--- src/rtl/median_filter_3x3_macros.svh ---
// Assertion macros for the median filter, empty when synthesized.
`ifndef MEDIAN_FILTER_3X3_MACROS_SVH
`define MEDIAN_FILTER_3X3_MACROS_SVH
`ifndef SYNTHESIS
// Check a property on every clock edge outside reset.
`define MF3_ASSERT(lbl, prop, msg) \
  lbl: assert property (@(posedge clk_i) disable iff (!rst_ni) (prop)) else $error(msg);
// Check that a condition in one cycle implies another in the next.
`define MF3_ASSERT_NEXT(lbl, ante, cons, msg) \
  lbl: assert property (@(posedge clk_i) disable iff (!rst_ni) (ante) |=> (cons)) else $error(msg);
`else
`define MF3_ASSERT(lbl, prop, msg)
`define MF3_ASSERT_NEXT(lbl, ante, cons, msg)
`endif
`endif

--- src/rtl/mf3_pkg.sv ---
// Shared constants and types of the 3x3 median filter.
package mf3_pkg;

  localparam int unsigned PixelBits       = 8;
  localparam int unsigned CfgW            = 11;
  localparam int unsigned RowW            = 10;
  localparam int unsigned OutColW         = 10;
  localparam int unsigned DefaultMaxWidth = 1024;
  localparam int unsigned MaxHeight       = 1024;
  localparam int unsigned MinSize         = 3;
  localparam int unsigned WidthReset      = 512;
  localparam int unsigned HeightReset     = 512;
  localparam int unsigned QueueDepth      = 4;
  localparam int unsigned QAddrW          = $clog2(QueueDepth);
  localparam int unsigned QCntW           = $clog2(QueueDepth + 1);
  localparam int unsigned CfgIdxW         = 1;

  // Configuration register indexes
  localparam logic [CfgIdxW-1:0] CfgImageWidth  = 1'b0;
  localparam logic [CfgIdxW-1:0] CfgImageHeight = 1'b1;

  typedef logic [PixelBits-1:0] pix_t;

  // Window laid out as [row*3 + col], row 0 oldest, col 2 newest
  typedef pix_t [8:0] win_t;

  typedef struct packed {
    logic [CfgW-1:0] width;
    logic [CfgW-1:0] height;
  } cfg_t;

  typedef struct packed {
    win_t               win;
    logic [RowW-1:0]    row;
    logic [OutColW-1:0] col;
    logic               last;
  } win_item_t;

  typedef struct packed {
    pix_t               median;
    logic [RowW-1:0]    row;
    logic [OutColW-1:0] col;
    logic               last;
  } res_t;

  typedef struct packed {
    logic             empty;
    logic             full;
    logic [QCntW-1:0] count;
  } q_stat_t;

endpackage

--- src/rtl/mf3_queue.sv ---
// Short request queue between the front end and the median unit.
module mf3_queue import mf3_pkg::*; (
  input  logic      clk_i,
  input  logic      rst_ni,
  input  logic      push_valid_i,
  output logic      push_ready_o,
  input  win_item_t push_item_i,
  output logic      pop_valid_o,
  input  logic      pop_ready_i,
  output win_item_t pop_item_o,
  output q_stat_t   stat_o
);

  win_item_t         mem_q [QueueDepth];
  logic [QAddrW-1:0] wr_ptr_q, rd_ptr_q;
  logic [QCntW-1:0]  count_q, count_d;
  logic              push, pop;

  assign push_ready_o = (count_q != QCntW'(QueueDepth));
  assign pop_valid_o  = (count_q != '0);
  assign push         = push_valid_i && push_ready_o;
  assign pop          = pop_valid_o && pop_ready_i;
  assign pop_item_o   = mem_q[rd_ptr_q];

  // Track fill level
  always_comb begin
    count_d = count_q;
    if (push && !pop) begin
      count_d = count_q + QCntW'(1);
    end else if (pop && !push) begin
      count_d = count_q - QCntW'(1);
    end
  end

  always_ff @(posedge clk_i or negedge rst_ni) begin
    if (!rst_ni) begin
      wr_ptr_q <= '0;
      rd_ptr_q <= '0;
      count_q  <= '0;
    end else begin
      if (push) begin
        wr_ptr_q <= wr_ptr_q + QAddrW'(1);
      end
      if (pop) begin
        rd_ptr_q <= rd_ptr_q + QAddrW'(1);
      end
      count_q <= count_d;
    end
  end

  // Store the request
  always_ff @(posedge clk_i) begin
    if (push) begin
      mem_q[wr_ptr_q] <= push_item_i;
    end
  end

  assign stat_o.empty = !pop_valid_o;
  assign stat_o.full  = !push_ready_o;
  assign stat_o.count = count_q;

endmodule

--- config.mk ---
export PLATFORM = sky130hd
export DESIGN_NAME = mf3_queue
export DESIGN_NICKNAME = d
export VERILOG_FILES = /design/src/rtl/median_filter_3x3_macros.svh /design/src/rtl/mf3_pkg.sv /design/src/rtl/mf3_queue.sv
export SDC_FILE = /design/constraint.sdc
export NUM_CORES = 1
export LEC_CHECK = 0
export BUFFER_PORTS_ARGS = -buffer_cell sky130_fd_sc_hd__buf_4
export CAP_MARGIN = 20
export CORE_MARGIN = 2
export CORE_UTILIZATION = 61
export CTS_CLUSTER_DIAMETER = 80
export DETAILED_ROUTE_END_ITERATION = 8
export PLACE_DENSITY = 0.88
export SLEW_MARGIN = 25
export SYNTH_ARGS = -nofsm -noshare
export SYNTH_HDL_FRONTEND = slang
export SYNTH_SLANG_ARGS = --single-unit
--- constraint.sdc ---
create_clock -name clk_i -period 7.3 [get_ports clk_i]
set_clock_uncertainty 0.1 [all_clocks]
set_input_delay 1.46 -clock clk_i [delete_from_list [all_inputs] [get_ports clk_i]]
set_output_delay 1.46 -clock clk_i [all_outputs]
set_load 0.05 [all_outputs]
==> impl_metrics.ini, run 1 <==
[outcome]
status = finished clean

[logic_synthesis]
yosysTopAreaCellShare_pct = 80.44
synth_top_family_by_area = multiplexers
synth-edff-count = 372
synth_ff_type = edfxtp_1
synth_seq_cells = 379
netlist_instances = 524
synthAdderAreaFrac_pct = 0.5946
syn-num-nets = 627
ys_types = 20
yosysTopAreaCell = edfxtp_1
yosysMostFrequentCell = edfxtp_1
syn_area_sq_mm = 0.01389
synth_commonest_cells = edfxtp_1 (372), mux4_2 (93), buf_2 (8)
synthArstFlopShare_pct = 1.847
yosysWarnings = 0
synth_seq_area_share_pct = 81.70
postSynthAreaPerCell_sq_um = 26.50
synth_simple_gate_area_share_pct = 0.4145
synthXorXnorAreaFrac_pct = 0.3784
synth_compound_area_share_pct = 0
muxShareOfSynthArea_pct = 15.24
synthTopCellsByArea = edfxtp_1 (80%), mux4_2 (15%), dfrtp_1 (1.3%)

[grt]
antenna_found_initial = 0
grt_usage_pct = 22.47
grt.overflow.total = 0
grt_pass1_wl_um = 39710
grt_start_max_net_pins = 71
first_global_vias = 6739

[critical_path]
crit_arrival_ns = 2.80
crit_type = flop to output port
path_cells = buf_4, mux4_2, buf_4
crit_path_top_delay_cell = buf_4
r2r-start = count_q[0]
cpPeakStageDelay_ns = 0.86
rr_worst_depth = 6
cp.required_ns = 5.74
worstPathMaxFanout = 70
worstSetupStartpointType = flop
timing.rr.end = mem_q[1][0]
path_common_cell = buf_4
cp-end-kind = output port
ff2ff_setup_slack_ns = 4.15

[cts]
hold_buffers = 0
cts_buffers = 38
cts_root_buf = clkbuf_16
path_clk_slew_ns = 0.06
cts_tree = built
clockBufferDepth = 3
cts-htree-levels = 2
postCtsSetupBuffers = 0
post_cts_resized = 0
clock_latency_ns = 0.51
clkSinkCount = 379

[final_layout]
fillers = 1183
area_growth_pct = 21.07
fin_nets = 849
layout-drive-gt1-share_pct = 45.29
diodes = 0

[power_and_ir_drop]
vdd_drop_max_mv = 0.3633
p_per_area_mw_per_mm2 = 487.3
power.static_leakage_nw = 5.791
seqPwrFrac_pct = 37.4
internal-power_mw = 5.116
comb_power_share_pct = 39.8
switching_share_pct = 37.56
clkPwrFrac_pct = 22.9
p_switching_mw = 3.077

[timing]
grt_setup_unrepaired = false
slew_headroom_pct = 30.92
fin_crit_sh_pct = 59.73
slew_violations = 0
setup_viol = 0
worst_slew_pin_slew_ns = 1.036
worst_slack_ns = 2.940
fmax_ghz = 0.2294
fin_crit_ns = 4.360
hold_viol_final = 0
setup_tns_ns = 0

[floorplanning]
num_io_pins = 197
die_area_sq_mm = 0.02399
core-area_sq_mm = 0.02250
die_w_um = 154.9
std_cell_rows = 55
initial_core_util_pct = 61.71
chipHeight_um = 154.9

[worst_hold_path]
whs_path_depth = 1
min_to = count_q[2]
hp-class = flop to flop
min_from = count_q[2]

[place]
place.port_buffers = 196
place_congestion = 0.7635
place_ws_ns = 3.176
dpl.hpwl_um = 15470

[route]
drt-total-wl_um = 26700
antenna_left = 0
drc = 0
first_pass_iters = 4
viasPerCell = 5.958
drtIter0Drc = 410
avgRoutedWirePerCell_um = 25.19
vias = 6315

[run]
drv_cap = 0
-- critical path, delay by kind of cell, from the launching register on --
family | cells | cell delay (ns)
DFF | 1 | 0.67
muxes | 1 | 0.46
buffers and inverters | 2 | 1.07
-- kinds of logic after synthesis --
group                    Yosys count
multiplexers                      95
buffers and inverters             27
XOR/XNOR                           6
adder cells (fa/ha/maj)            6
AND/OR/NAND/NOR                   11
flip-flops                       379
-- state kept, by name, indices dropped and copies added (netlist names) --
name      cells
rd_ptr_q      2
mem_q       372
wr_ptr_q      2
count_q       3
-- power groups by stage --
stage | logic [mW] | registers [mW] | clock network (mW)
floorplan | 2.46 | 3.05 | 0
global placement | 3.17 | 3.11 | 0
detailed placement | 3.21 | 3.15 | 0
CTS | 3.23 | 3.12 | 1.90
global route | 3.39 | 3.10 | 1.98
finish | 3.26 | 3.06 | 1.87
-- through the flow --
step	std cells	instance area (sq um)	util [%]	hold slack, ns	power (mW)
floorplan	524	13890	-	0.4339	5.513
global placement	990	15570	69.20	0.4185	6.281
detailed placement	990	15570	69.20	0.4258	6.361
CTS	1059	16780	74.59	0.4459	8.254
global route	1060	16810	74.71	0.4619	8.465
finish	1060	16810	74.71	0.4556	8.193
-- how the worst max path moves through the flow --
stage / start / cells after the start / to / slack, ns
global placement: rd_ptr_q[0] / 3 / pop_item_o[82] / 3.20
finish: rd_ptr_q[1] / 3 / pop_item_o[22] / 2.94
floorplan: count_q[1] / 6 / mem_q[0][0] / 2.72
CTS: rd_ptr_q[0] / 3 / pop_item_o[10] / 2.61
global route: rd_ptr_q[0] / 4 / pop_item_o[22] / 2.79
detailed placement: rd_ptr_q[0] / 3 / pop_item_o[87] / 3.18
-- metal layers --
| metal | global-route usage [%] | share of wire [%] | vias to the layer above |
|---|---|---|---|
| li1 | - | - | 2696 |
| met1 | 29.04 | 38 | 3307 |
| met2 | 38.79 | 53 | 269 |
| met3 | 5.627 | 7.4 | 43 |
| met4 | 6.217 | 2.1 | 0 |
| met5 | 0 | 0 | - |
-- layout by cell type (no fill, tap or decap), types with 5 or more instances in the layout --
cell type / Yosys / layout
edfxtp_1: 372 / 372
buf_4: 4 / 203
mux4_2: 93 / 93
clkbuf_16: 0 / 41
clkinv_1: 0 / 12
clkbuf_1: 0 / 11
inv_1: 5 / 5
ha_1: 5 / 5
dfrtp_1: 7 / 5
-- area by class of cell --
| cell class | count | area, sq um | share of cell area [%] |
|---|---|---|---|
| clock buffers | 52 | 1067 | 6.348 |
| clock inverters | 17 | 145.1 | 0.8633 |
| inverters | 5 | 18.77 | 0.1116 |
| multi-input cells | 118 | 2320 | 13.80 |
| flip-flops and latches | 379 | 11350 | 67.53 |
| well taps | 285 | 356.6 | 2.121 |
| repair buffers | 204 | 1551 | 9.228 |
(Power assumes the default switching activity.)
==> run 2, diff against run 1 <==
--- a/config.mk
+++ b/config.mk
@@ -8,10 +8,10 @@
 export BUFFER_PORTS_ARGS = -buffer_cell sky130_fd_sc_hd__buf_4
 export CAP_MARGIN = 20
 export CORE_MARGIN = 2
-export CORE_UTILIZATION = 61
+export CORE_UTILIZATION = 51
 export CTS_CLUSTER_DIAMETER = 80
 export DETAILED_ROUTE_END_ITERATION = 8
-export PLACE_DENSITY = 0.88
+export PLACE_DENSITY = 0.79
 export SLEW_MARGIN = 25
 export SYNTH_ARGS = -nofsm -noshare
 export SYNTH_HDL_FRONTEND = slang
==> constraint.sdc (replaced) <==
create_clock -name clk_i -period 3.54 [get_ports clk_i]
set_clock_uncertainty 0.1 [all_clocks]
set_input_delay 0.708 -clock clk_i [delete_from_list [all_inputs] [get_ports clk_i]]
set_output_delay 0.708 -clock clk_i [all_outputs]
set_load 0.05 [all_outputs]
==> impl_metrics.ini, run 2 (synthesized netlist as in run 1, its figures left out) <==
[power_and_ir_drop]
p_per_area_mw_per_mm2 = 999.4
vdd_drop_max_mv = 0.7164
power.static_leakage_nw = 5.911
p_total_mw = 17.13

[place]
place_ws_ns = 0.8059
dpl.hpwl_um = 16230
place_congestion = 0.7631
place.port_buffers = 196
dpl.cell_count = 1061

[timing]
hold_slack_ns = 0.2949
fin_crit_sh_pct = 89.88
grt_setup_unrepaired = false
slew_headroom_pct = 59.20
worst_slack_ns = 0.3582
hold_viol_final = 0
setup_viol = 0
fin_crit_ns = 3.182
slew_violations = 0
fmax_ghz = 0.3143
worst_slew_pin_slew_ns = 0.6107

[final_layout]
area_growth_pct = 23.45
top_regs = mem_q (372), count_q (3)
max_flop_register = mem_q
final_common_cell = edfxtp_1
layout_common_cells = edfxtp_1 (372), buf_4 (209), mux4_2 (93), clkbuf_16 (41), clkbuf_1 (13)
stdcell_count = 1134
fillers = 1768
largest_reg_flops = 372
final_core_util_pct = 63.79
fin_nets = 865
layout-drive-gt1-share_pct = 47.03

[critical_path]
r2r-start = count_q[0]
worstPathMaxFanout = 26
ff2ff_setup_slack_ns = 0.96
cpPeakStageDelay_ns = 0.77
cp-end-kind = output port
cp.required_ns = 2.73
path_cells = buf_4, mux4_2, buf_4
timing.rr.end = mem_q[0][71]
path_common_cell = buf_4
crit_arrival_ns = 2.37
crit_path_top_delay_cell = dfrtp_4
worstSetupStartpointType = flop
crit_type = flop to output port
rr_worst_depth = 6

[floorplanning]
die_w_um = 169.0
core-area_sq_mm = 0.02688
initial_core_util_pct = 51.67
std_cell_rows = 60
chipHeight_um = 169.0
die_area_sq_mm = 0.02857
num_io_pins = 197

[outcome]
status = finished clean

[grt]
grt.overflow.total = 0
first_global_vias = 6827
grt_usage_pct = 18.48
grt_pass1_wl_um = 39670
grt_start_max_net_pins = 46
antenna_found_initial = 3

[worst_hold_path]
whs_path_depth = 1
min_from = push_item_i[14]
min_to = mem_q[0][14]
hp-class = input port to flop

[cts]
clockBufferDepth = 3
postCtsSetupBuffers = 0
clock_latency_ns = 0.51
cts_root_buf = clkbuf_16
cts_tree = built
cts_buffers = 39
clkSinkCount = 379
path_clk_slew_ns = 0.06
cts-htree-levels = 2

[route]
avgRoutedWirePerCell_um = 22.95
first_pass_iters = 4
viasPerCell = 5.570
antenna_left = 0
vias = 6316
drc = 0
drtIter0Drc = 446
drt-total-wl_um = 26020

[run]
drv_cap = 0
==> run 2: cell count changes in the layout (fill, tap and decap cells not counted), sizes merged, moves of 2 or more <==
cell,change
clkinv,-6
clkinvlp,+3
diode,+2
clkbuf,+2
buf,+14
==> run 2: through the flow <==
stage	TNS, ns	cell area, sq um
after floorplan	-6.252	13890
after global placement	0	15870
after detailed placement	0	15870
after CTS	0	17140
after global routing	0	17140
final	0	17140
==> run 2: power breakdown <==
| part | leakage, nW | switching, mW | total (mW) | internal (mW) |
|---|---|---|---|---|
| Sequential | 3.49 | 0.382 | 6.31 | 5.93 |
| Combinational | 1.82 | 4.43 | 6.84 | 2.41 |
| Clock | 0.604 | 1.56 | 3.98 | 2.42 |
| Total | 5.91 | 6.37 | 17.1 | 10.8 |
==> run 2: cell type report <==
type | instances | area (sq um) | area share (%)
Sequential cell | 379 | 11350 | 66.22
Multi-Input combinational cell | 118 | 2320 | 13.53
Timing Repair Buffer | 219 | 1759 | 10.26
Clock buffer | 54 | 1075 | 6.269
Tap cell | 341 | 426.7 | 2.489
Clock inverter | 16 | 186.4 | 1.087
Inverter | 5 | 18.77 | 0.1095
Antenna cell | 2 | 5.005 | 0.02919
==> run 2: per-layer routing <==
metal  vias to the layer above  part of all wire, %  wire length (um)  track usage, %
met5                         -                0.050                13               0
met4                         2                  2.4               623           4.980
met3                        53                  7.1              1860           5.097
met2                       197                   51             13400           32.00
met1                      3327                   39             10130           23.25
li1                       2737                    -                 -               -
==> run 2: critical path, delay by kind of cell, from the launching register on <==
| family | cells | cell delay, ns |
|---|---|---|
| mux | 1 | 0.55 |
| flops | 1 | 0.77 |
| buf+inv | 2 | 0.54 |
==> run 2: timing repair <==
| action | CTS | global route |
|---|---|---|
| hold buffers | 1 | 0 |
| endpoints found under the hold margin | 7 | 0 |
| gates resized for setup | 0 | 0 |
| setup endpoints to repair | 0 | 0 |
==> run 2: how the worst max path moves through the flow <==
stage                      start              to  slack (ns)  cells after the start
floorplan             count_q[1]     mem_q[0][0]       -0.02                      6
global placement     rd_ptr_q[0]  pop_item_o[82]        0.86                      3
detailed placement  push_valid_i    mem_q[1][41]        0.81                      4
CTS                  rd_ptr_q[0]  pop_item_o[82]        0.26                      3
global route         rd_ptr_q[0]  pop_item_o[82]        0.21                      3
finish               rd_ptr_q[0]  pop_item_o[82]        0.36                      3
