--- config.mk ---
export PLATFORM = sky130hd
export DESIGN_NAME = mf3_back
export DESIGN_NICKNAME = d
export VERILOG_FILES = /design/src/rtl/median_filter_3x3_macros.svh /design/src/rtl/mf3_pkg.sv /design/src/rtl/mf3_back.sv
export SDC_FILE = /design/constraint.sdc
export NUM_CORES = 1
export LEC_CHECK = 0
export BUFFER_PORTS_ARGS = -buffer_cell sky130_fd_sc_hd__buf_2
export CAP_MARGIN = 10
export CORE_MARGIN = 5
export CORE_UTILIZATION = 50
export CTS_CLUSTER_DIAMETER = 40
export DETAILED_ROUTE_END_ITERATION = 6
export GPL_TIMING_DRIVEN = 0
export PLACE_DENSITY = 0.7
export REMOVE_ABC_BUFFERS = 1
export SLEW_MARGIN = 20
export SYNTH_ARGS = -nofsm -noshare
export SYNTH_HDL_FRONTEND = slang
export SYNTH_SLANG_ARGS = --single-unit
--- constraint.sdc ---
create_clock -name clk_i -period 14.2 [get_ports clk_i]
set_input_delay 0.71 -clock clk_i [delete_from_list [all_inputs] [get_ports clk_i]]
set_output_delay 0.71 -clock clk_i [all_outputs]
set_load 0.02 [all_outputs]
--- src/rtl/median_filter_3x3_macros.svh ---
// Assertion macros for the median filter, empty when synthesized.
`ifndef MEDIAN_FILTER_3X3_MACROS_SVH
`define MEDIAN_FILTER_3X3_MACROS_SVH
`ifndef SYNTHESIS
// Check a property on every clock edge outside reset.
`define MF3_ASSERT(lbl, prop, msg) \
  lbl: assert property (@(posedge clk_i) disable iff (!rst_ni) (prop)) else $error(msg);
// Check that a condition in one cycle implies another in the next.
`define MF3_ASSERT_NEXT(lbl, ante, cons, msg) \
  lbl: assert property (@(posedge clk_i) disable iff (!rst_ni) (ante) |=> (cons)) else $error(msg);
`else
`define MF3_ASSERT(lbl, prop, msg)
`define MF3_ASSERT_NEXT(lbl, ante, cons, msg)
`endif
`endif

--- src/rtl/mf3_pkg.sv ---
// Shared constants and types of the 3x3 median filter.
package mf3_pkg;

  localparam int unsigned PixelBits       = 8;
  localparam int unsigned CfgW            = 11;
  localparam int unsigned RowW            = 10;
  localparam int unsigned OutColW         = 10;
  localparam int unsigned DefaultMaxWidth = 1024;
  localparam int unsigned MaxHeight       = 1024;
  localparam int unsigned MinSize         = 3;
  localparam int unsigned WidthReset      = 512;
  localparam int unsigned HeightReset     = 512;
  localparam int unsigned QueueDepth      = 4;
  localparam int unsigned QAddrW          = $clog2(QueueDepth);
  localparam int unsigned QCntW           = $clog2(QueueDepth + 1);
  localparam int unsigned CfgIdxW         = 1;

  // Configuration register indexes
  localparam logic [CfgIdxW-1:0] CfgImageWidth  = 1'b0;
  localparam logic [CfgIdxW-1:0] CfgImageHeight = 1'b1;

  typedef logic [PixelBits-1:0] pix_t;

  // Window laid out as [row*3 + col], row 0 oldest, col 2 newest
  typedef pix_t [8:0] win_t;

  typedef struct packed {
    logic [CfgW-1:0] width;
    logic [CfgW-1:0] height;
  } cfg_t;

  typedef struct packed {
    win_t               win;
    logic [RowW-1:0]    row;
    logic [OutColW-1:0] col;
    logic               last;
  } win_item_t;

  typedef struct packed {
    pix_t               median;
    logic [RowW-1:0]    row;
    logic [OutColW-1:0] col;
    logic               last;
  } res_t;

  typedef struct packed {
    logic             empty;
    logic             full;
    logic [QCntW-1:0] count;
  } q_stat_t;

endpackage

--- src/rtl/mf3_back.sv ---
// Back end: pipelined nine-input median network with output register.
module mf3_back import mf3_pkg::*; (
  input  logic      clk_i,
  input  logic      rst_ni,
  input  logic      in_valid_i,
  output logic      in_ready_o,
  input  win_item_t in_item_i,
  output logic      out_valid_o,
  input  logic      out_ready_i,
  output res_t      out_res_o
);

  // Order two pixels: {smaller, larger}
  function automatic logic [2*PixelBits-1:0] srt(pix_t a, pix_t b);
    return (a > b) ? {b, a} : {a, b};
  endfunction

  win_t p1, p2, p3;
  win_t b1_win_q, b2_win_q;
  win_item_t b1_meta_q, b2_meta_q;
  logic b1_v_q, b2_v_q, o_v_q;
  logic en1, en2, en3;
  res_t o_res_q;

  assign en3 = !o_v_q || out_ready_i;
  assign en2 = !b2_v_q || en3;
  assign en1 = !b1_v_q || en2;
  assign in_ready_o = en1;

  // Sort each row of three
  always_comb begin
    p1 = in_item_i.win;
    {p1[1], p1[2]} = srt(p1[1], p1[2]);
    {p1[4], p1[5]} = srt(p1[4], p1[5]);
    {p1[7], p1[8]} = srt(p1[7], p1[8]);
    {p1[0], p1[1]} = srt(p1[0], p1[1]);
    {p1[3], p1[4]} = srt(p1[3], p1[4]);
    {p1[6], p1[7]} = srt(p1[6], p1[7]);
    {p1[1], p1[2]} = srt(p1[1], p1[2]);
    {p1[4], p1[5]} = srt(p1[4], p1[5]);
    {p1[7], p1[8]} = srt(p1[7], p1[8]);
  end

  // Prune across rows
  always_comb begin
    p2 = b1_win_q;
    {p2[0], p2[3]} = srt(p2[0], p2[3]);
    {p2[5], p2[8]} = srt(p2[5], p2[8]);
    {p2[4], p2[7]} = srt(p2[4], p2[7]);
    {p2[3], p2[6]} = srt(p2[3], p2[6]);
    {p2[1], p2[4]} = srt(p2[1], p2[4]);
    {p2[2], p2[5]} = srt(p2[2], p2[5]);
    {p2[4], p2[7]} = srt(p2[4], p2[7]);
  end

  // Settle the middle element
  always_comb begin
    p3 = b2_win_q;
    {p3[4], p3[2]} = srt(p3[4], p3[2]);
    {p3[6], p3[4]} = srt(p3[6], p3[4]);
    {p3[4], p3[2]} = srt(p3[4], p3[2]);
  end

  always_ff @(posedge clk_i or negedge rst_ni) begin
    if (!rst_ni) begin
      b1_v_q <= 1'b0;
      b2_v_q <= 1'b0;
      o_v_q  <= 1'b0;
    end else begin
      if (en1) begin
        b1_v_q <= in_valid_i;
      end
      if (en2) begin
        b2_v_q <= b1_v_q;
      end
      if (en3) begin
        o_v_q <= b2_v_q;
      end
    end
  end

  // Advance payload along the stages
  always_ff @(posedge clk_i) begin
    if (en1 && in_valid_i) begin
      b1_win_q  <= p1;
      b1_meta_q <= in_item_i;
    end
    if (en2 && b1_v_q) begin
      b2_win_q  <= p2;
      b2_meta_q <= b1_meta_q;
    end
    if (en3 && b2_v_q) begin
      o_res_q.median <= p3[4];
      o_res_q.row    <= b2_meta_q.row;
      o_res_q.col    <= b2_meta_q.col;
      o_res_q.last   <= b2_meta_q.last;
    end
  end

  assign out_valid_o = o_v_q;
  assign out_res_o   = o_res_q;

endmodule

==> results of run 1 <==
power by group:
part / switching (W) / total (W) / internal, W / leakage, nW
registers: 0.0000695 / 0.000822 / 0.000753 / 1.63
logic: 0.000994 / 0.00168 / 0.000684 / 4.07
clock network: 0.000233 / 0.000477 / 0.000244 / 0.303
flip-flops by register name, summed over array words and instances (netlist names):
name and count:
b1_v_q 1, b1_meta_q 21, b2_v_q 1, b2_win_q 24, out_valid_o 1, b1_win_q 72, out_res_o 29, b2_meta_q 21
routing by layer:
layer	part of all wire [%]	track usage (%)
met3	5.6	3.369
met4	2.5	6.238
met5	0	0
met1	43	27.05
met2	49	35.05
final timing paths:
kind	slack [ns]	cells past startpoint	from	endpoint
min in group clk_i	0.42	0	b1_meta_q[7]	b2_meta_q[7]
min	0.05	1	rst_ni	b1_v_q
max in group asynchronous	14.03	1	rst_ni	out_valid_o
max	7.43	29	in_item_i[68]	b1_win_q[40]
min reg2reg	0.42	0	b1_meta_q[7]	b2_meta_q[7]
max reg2reg	7.77	27	b1_win_q[33]	b2_win_q[33]
layout make-up:
class / instances / area, µm²
fillers: 2023 / 9981
multi-input cells: 918 / 6297
flip-flops and latches: 170 / 5090
repair buffers: 130 / 694.4
inverters: 119 / 446.7
clock buffers: 17 / 425.4
well taps: 319 / 399.1
clock inverters: 15 / 209.0
cell families (layout without fill, tap and decap cells):
family	Yosys count	count (layout)
AOI/OAI and AO/OA	363	363
and+or+nand+nor	349	349
DFF	170	170
adders and majority gates	150	150
buffers and inverters	148	281
muxes	54	54
xor gates and xnor gates	2	2
synth_stat cells, types with 3 or more instances:
cell / count / area [µm²]
edfxtp_1: 167 / 5015
nor2_1: 151 / 566.8
ha_1: 144 / 1802
a21oi_1: 128 / 640.6
inv_1: 119 / 446.7
nand2_1: 85 / 319.1
o21ai_0: 77 / 385.4
o22ai_1: 34 / 212.7
mux2i_1: 29 / 290.3
o21ai_1: 26 / 130.1
a21o_1: 23 / 172.7
nor2b_1: 23 / 143.9
mux2_2: 22 / 247.7
clkbuf_1: 20 / 75.07
and3_1: 16 / 100.1
nand4_1: 16 / 100.1
nand2b_1: 15 / 93.84
nand3_1: 14 / 70.07
o21a_1: 13 / 97.59
and2_1: 11 / 68.82
a211oi_1: 6 / 45.04
a221o_1: 6 / 60.06
a222oi_1: 6 / 60.06
a31oi_1: 6 / 37.54
nor3_1: 5 / 25.02
a32oi_1: 4 / 35.03
maj3_1: 4 / 40.04
a21oi_2: 3 / 26.28
a221oi_1: 3 / 26.28
and4_1: 3 / 26.28
buf_1: 3 / 11.26
buf_6: 3 / 33.78
dfrtp_1: 3 / 75.07
mux2_1: 3 / 33.78
o21ai_2: 3 / 26.28
worst max-delay path: cells and delay by family:
kind / cells / cell delay [ns]
AND/OR/NAND/NOR: 11 / 2.17
AO/OA/AOI/OAI: 12 / 3.00
adder cells (fa/ha/maj): 3 / 0.87
buffers and inverters: 3 / 0.29
stage by stage:
step / hold slack, ns / power [W] / instance area [µm²]
global placement: 0.4001 / 0.002431 / 12840
CTS: 0.03365 / 0.002976 / 13550
global route: 0.03468 / 0.003248 / 13560
detailed placement: 0.4045 / 0.002484 / 12910
finish: 0.05038 / 0.002977 / 13560
floorplan: 0.4003 / 0.002075 / 11810
cell usage in the layout (no fill, tap or decap), types with 4 or more instances in the layout:
cell	n
nand2b_1	15
o21ai_0	76
inv_1	119
nor2b_1	23
clkinv_8	7
a32oi_1	4
edfxtp_1	167
clkbuf_16	17
maj3_1	4
mux2_2	22
o21a_1	13
ha_1	144
a31oi_1	6
buf_2	127
a21oi_1	128
and2_1	8
nand2_1	85
o21ai_1	27
o22ai_1	34
a221o_1	6
nor3_1	5
a21o_1	23
nand4_1	16
nand3_1	14
nor2_1	151
a211oi_1	6
a222oi_1	6
and3_1	16
mux2i_1	29
==> out/summary.txt, run 1 <==
Status: finished, final reports clean
Post-DP HPWL: 22.15 mm
Gate Count Post-Synth: 1236
Synth-to-layout area growth: 13.44%
Die X-Extent: 164.6 µm
DRC: 0
First-pass GRT wire length: 44.23 mm
Number of I/O port buffers: 127
Pre-antenna DRT Iters: 7
Iteration-0 DRC Markers: 737
Worst setup EP type: flip-flop
Largest net degree at the start of global routing: 62
Peak VDD IR: 0.1726 mV
Finished Core Util: 57.61%
Maximum buffer depth of the clock tree: 2
PD cells: 219.5 mW/mm²
DR vias: 9554
Register area share after synthesis: 42.57%
CTS sink count: 170
CP peak stage delay: 0.81 ns
Dominant synthesized flop cell: edfxtp_1
GRT Total Usage: 20.58%
Fraction of registers with async set/reset: 1.765%
CTS tree: built
Fmax: 147.6 MHz
DRT antenna net count: 0
Final min period: 6.775 ns
Period utilization: 47.71%
Setup Viol. Count Final: 0
Synth Cell Area: 0.01196 mm²
Relative slew slack: 30.31%
Final Skew: 0.01317 ns
Maximum level of the CTS H-tree: 4
Num ports: 128
Setup WS pre-CTS: 7.035 ns
Setup TNS Final: 0 ns
Clock Root Buffer: clkbuf_16
Post-synthesis mux area share: 4.783%
Final WS setup: 7.425 ns
RSZ-0062 raised after global routing: no
Crit Path Category: primary input to flip-flop
Via/cell ratio: 5.660
Num rows: 56
Hold WC Path Type: primary input to asynchronous set/reset pin
Crit-path max FO: 18
Fin nets: 1597
Post-CTS setup buffers: 0
Simple-gate share of the synthesized area: 13.31%
CP max stage cell: nor2_1
EDFF count, synth: 167
Grt total ovfl: 0
Main combinational cell family by area after synthesis: compound AO/OA/AOI/OAI gates
Die ar.: 0.02710 mm²
Post-synthesis cell type count: 65
Layout cells sized above 1: 15.41%
Post_cts resized: 0
Core outline area: 0.02354 mm²
Data arrival time of the critical path: 7.02 ns
Flops & latches, synth: 170
Initial antenna violation count: 0
CTS buffer count: 17
Die Ht: 164.6 µm
Critical Path RT: 14.44 ns
WL/cell: 16.49 µm
Avg Synthesized Cell Area: 9.673 µm²
Detailed Route WL: 27.83 mm
Post-Synth XOR/XNOR Area: 0.1465%
Initial core utilization: 50.78%
Vias in the first global route: 8947
Leakage: 6.009 nW
Final Non-Filler Cells: 1688
# diodes: 0
Worst-Margin Slew: 1.042 ns
Compound-Gate Fraction of Synth Area: 18.64%
Fraction of the mapped netlist area in adder cells: 15.59%
Final Hold Viols: 0
Hold Buf Count CTS: 0
Clock slew at reported path FFs: 0.08 ns
Final Max Slew Viols: 0
Max_cap viols: 0
Worst skew pair latency: 0.44 ns
Yosys Warn Count: 0
Crit start category: primary input
Global placement routability congestion: 0.9298
DP Cell Count: 1656
(Power assumes the default switching activity.)
==> inputs of run 2 (changes only) <==
PLACE_DENSITY = 0.72   (was 0.7)
clock period = 5.91 ns   (was 14.2 ns; I/O delays follow)
==> run 2 against run 1 <==
Net effect: hold slack worse by 0.015 ns; largest power group unchanged; critical path depth decreased by 3; global-route usage increased by 0.65 points; non-clock buffer count is 28 higher; worst setup slack lost 7.1 ns; power increased to 2.5 times the previous value; highest routed layer unchanged; critical endpoint is now b1_win_q[68]; sequential power up 140%.
==> out/summary.txt, run 2 (synthesis gave the netlist of run 1 again) <==
Crit-path max FO: 16 (was 18)
Pre-antenna DRT Iters: 5 (was 7)
CTS tree: built (unchanged)
Core outline area: 0.02354 mm² (unchanged)
Clock Root Buffer: clkbuf_16 (unchanged)
Tot Pwr: 0.007568 W (was 0.002977 W)
Die X-Extent: 164.6 µm (unchanged)
Initial antenna violation count: 0 (unchanged)
Reg with most FFs: b1_win_q (unchanged)
Hold Path Stages: 1
Initial core utilization: 50.78% (unchanged)
Number of I/O port buffers: 127 (unchanged)
Final Skew: 0.01031 ns (was 0.01317 ns)
Setup Viol. Count Final: 0 (unchanged)
CTS buffer count: 17 (unchanged)
Iteration-0 DRC Markers: 918 (was 737)
Post-DP HPWL: 22.11 mm (was 22.15 mm)
WL/cell: 17.10 µm (was 16.49 µm)
Status: finished, final reports clean (unchanged)
DR vias: 9807 (was 9554)
Maximum buffer depth of the clock tree: 2 (unchanged)
Crit Path Category: primary input to flip-flop (unchanged)
Clock slew at reported path FFs: 0.07 ns (was 0.08 ns)
DRC: 0 (unchanged)
Layout cells sized above 1: 19.33% (was 15.41%)
PD cells: 539.4 mW/mm² (was 219.5 mW/mm²)
Data arrival time of the critical path: 5.81 ns (was 7.02 ns)
Filler cell count: 1989 (was 2023)
Largest net degree at the start of global routing: 63 (was 62)
# diodes: 0 (unchanged)
Fin nets: 1630 (was 1597)
Worst setup EP type: flip-flop (unchanged)
First-pass GRT wire length: 45.90 mm (was 44.23 mm)
Worst skew pair latency: 0.43 ns (was 0.44 ns)
Num rows: 56 (unchanged)
Final Hold Viols: 0 (unchanged)
Grt total ovfl: 0 (unchanged)
Maximum level of the CTS H-tree: 4 (unchanged)
Crit start category: primary input (unchanged)
Final min period: 5.622 ns
Final Max Slew Viols: 0 (unchanged)
Vias in the first global route: 9290 (was 8947)
Num ports: 128 (unchanged)
Most common cell after layout, fill and taps aside: edfxtp_1 (unchanged)
Period utilization: 95.13%
CTS sink count: 170 (unchanged)
DRT antenna net count: 0 (unchanged)
Max reg flops: 72 (unchanged)
Reg2reg path depth: 26 (was 27)
Detailed Route WL: 29.42 mm (was 27.83 mm)
Global placement routability congestion: 0.9334 (was 0.9298)
Worst-Margin Slew: 0.9895 ns (was 1.042 ns)
Leakage: 6.211 nW (was 6.009 nW)
Relative slew slack: 33.59% (was 30.31%)
Most frequent cells in the layout: edfxtp_1 (167), nor2_1 (145), ha_1 (144) (was edfxtp_1 (167), nor2_1 (151), ha_1 (144))
Hold WC Path Type: primary input to flip-flop (was primary input to asynchronous set/reset pin)
Max_cap viols: 0 (unchanged)
Die ar.: 0.02710 mm² (unchanged)
Synth-to-layout area growth: 17.35% (was 13.44%)
Fmax: 177.9 MHz
Area after DPL: 0.01292 mm² (was 0.01291 mm²)
Die Ht: 164.6 µm (unchanged)
Peak VDD IR: 0.3486 mV (was 0.1726 mV)
Via/cell ratio: 5.698 (was 5.660)
Critical Path RT: 6.09 ns (was 14.44 ns)
GRT Total Usage: 21.23% (was 20.58%)
Layout Cell Area excl Fill: 0.01403 mm² (was 0.01356 mm²)
## run 2: cell count changes in the layout (fill, tap and decap cells not counted), moves of 5 or more
cell     change
o21ai_2      +5
nor2_1       -6
o21ai_1      -6
a21oi_2      +7
nor2_2       +6
a21oi_1      -8
buf_4       +27
## run 2: layout make-up
type | instances | area [µm²] | share of cell area (%)
Sequential cell | 170 | 5090 | 36.28
Clock buffer | 18 | 439.2 | 3.130
Clock inverter | 14 | 193.9 | 1.382
Multi-Input combinational cell | 923 | 6546 | 46.66
Timing Repair Buffer | 158 | 914.6 | 6.519
Tap cell | 319 | 399.1 | 2.845
Inverter | 119 | 446.7 | 3.184
## run 2: path summary, 6_finish.rpt
check                              startpoint            end  slack, ns
worst max register to register   b1_win_q[39]   b2_win_q[39]       0.40
worst min-delay path             in_item_i[8]   b1_meta_q[8]       0.04
worst max-delay path            in_item_i[90]   b1_win_q[68]       0.29
max in group asynchronous              rst_ni         b2_v_q       5.59
min in group asynchronous              rst_ni         b1_v_q       0.20
worst min register to register  b1_meta_q[17]  b2_meta_q[17]       0.42
## run 2: metrics by stage
step	instances	utilization [%]	worst slack [ns]	TNS [ns]	hold slack (ns)
after floorplan	1207	-	0.3119	0	-0.00009107
after global placement	1653	54.56	-0.9730	-36.40	0.09382
after detailed placement	1656	54.89	-0.9233	-32.46	0.09959
after CTS	1691	57.96	0.02449	0	0.02109
after global routing	1721	59.59	-0.03941	-0.2306	0.01599
final	1721	59.59	0.2876	0	0.03560
## run 2: what timing repair did
action / CTS / global route
setup buffers: 0 / 27
endpoints found under the hold margin: 3 / 0
gates cloned: 2 / 3
pin swaps: 1 / 10
setup endpoints to repair: 51 / 62
hold buffers: 1 / 0
gates resized for setup: 15 / 29
## run 2: where the power goes
part | switching, W | leakage (nW) | internal (W)
clock | 0.000516 | 0.309 | 0.000628
sequential | 0.000169 | 1.63 | 0.00181
combinational | 0.00256 | 4.27 | 0.00188
## run 2: layer usage
metal	global-route usage, %	vias up	wire [µm]
met1	28.10	4582	12320
met2	36.34	309	14720
li1	-	4865	-
met4	6.541	0	801
met5	0	-	0
met3	2.870	51	1584
## run 2: critical path, stage by stage
cell      delay, ns
buf_2          0.11
inv_1          0.07
ha_1           0.29
nand4_1        0.24
buf_4          0.24
a211oi_4       0.32
nor2_2         0.15
o21ai_0        0.18
inv_1          0.10
ha_1           0.29
and4_1         0.22
and2_1         0.18
or4b_1         0.49
a221oi_2       0.55
o22ai_4        0.24
nand2_1        0.11
o21ai_0        0.08
ha_1           0.31
and3_1         0.20
o21ai_0        0.09
nand2_1        0.08
and2_1         0.25
nand2_1        0.14
o21a_1         0.29
o22ai_1        0.21
nor2_1         0.06
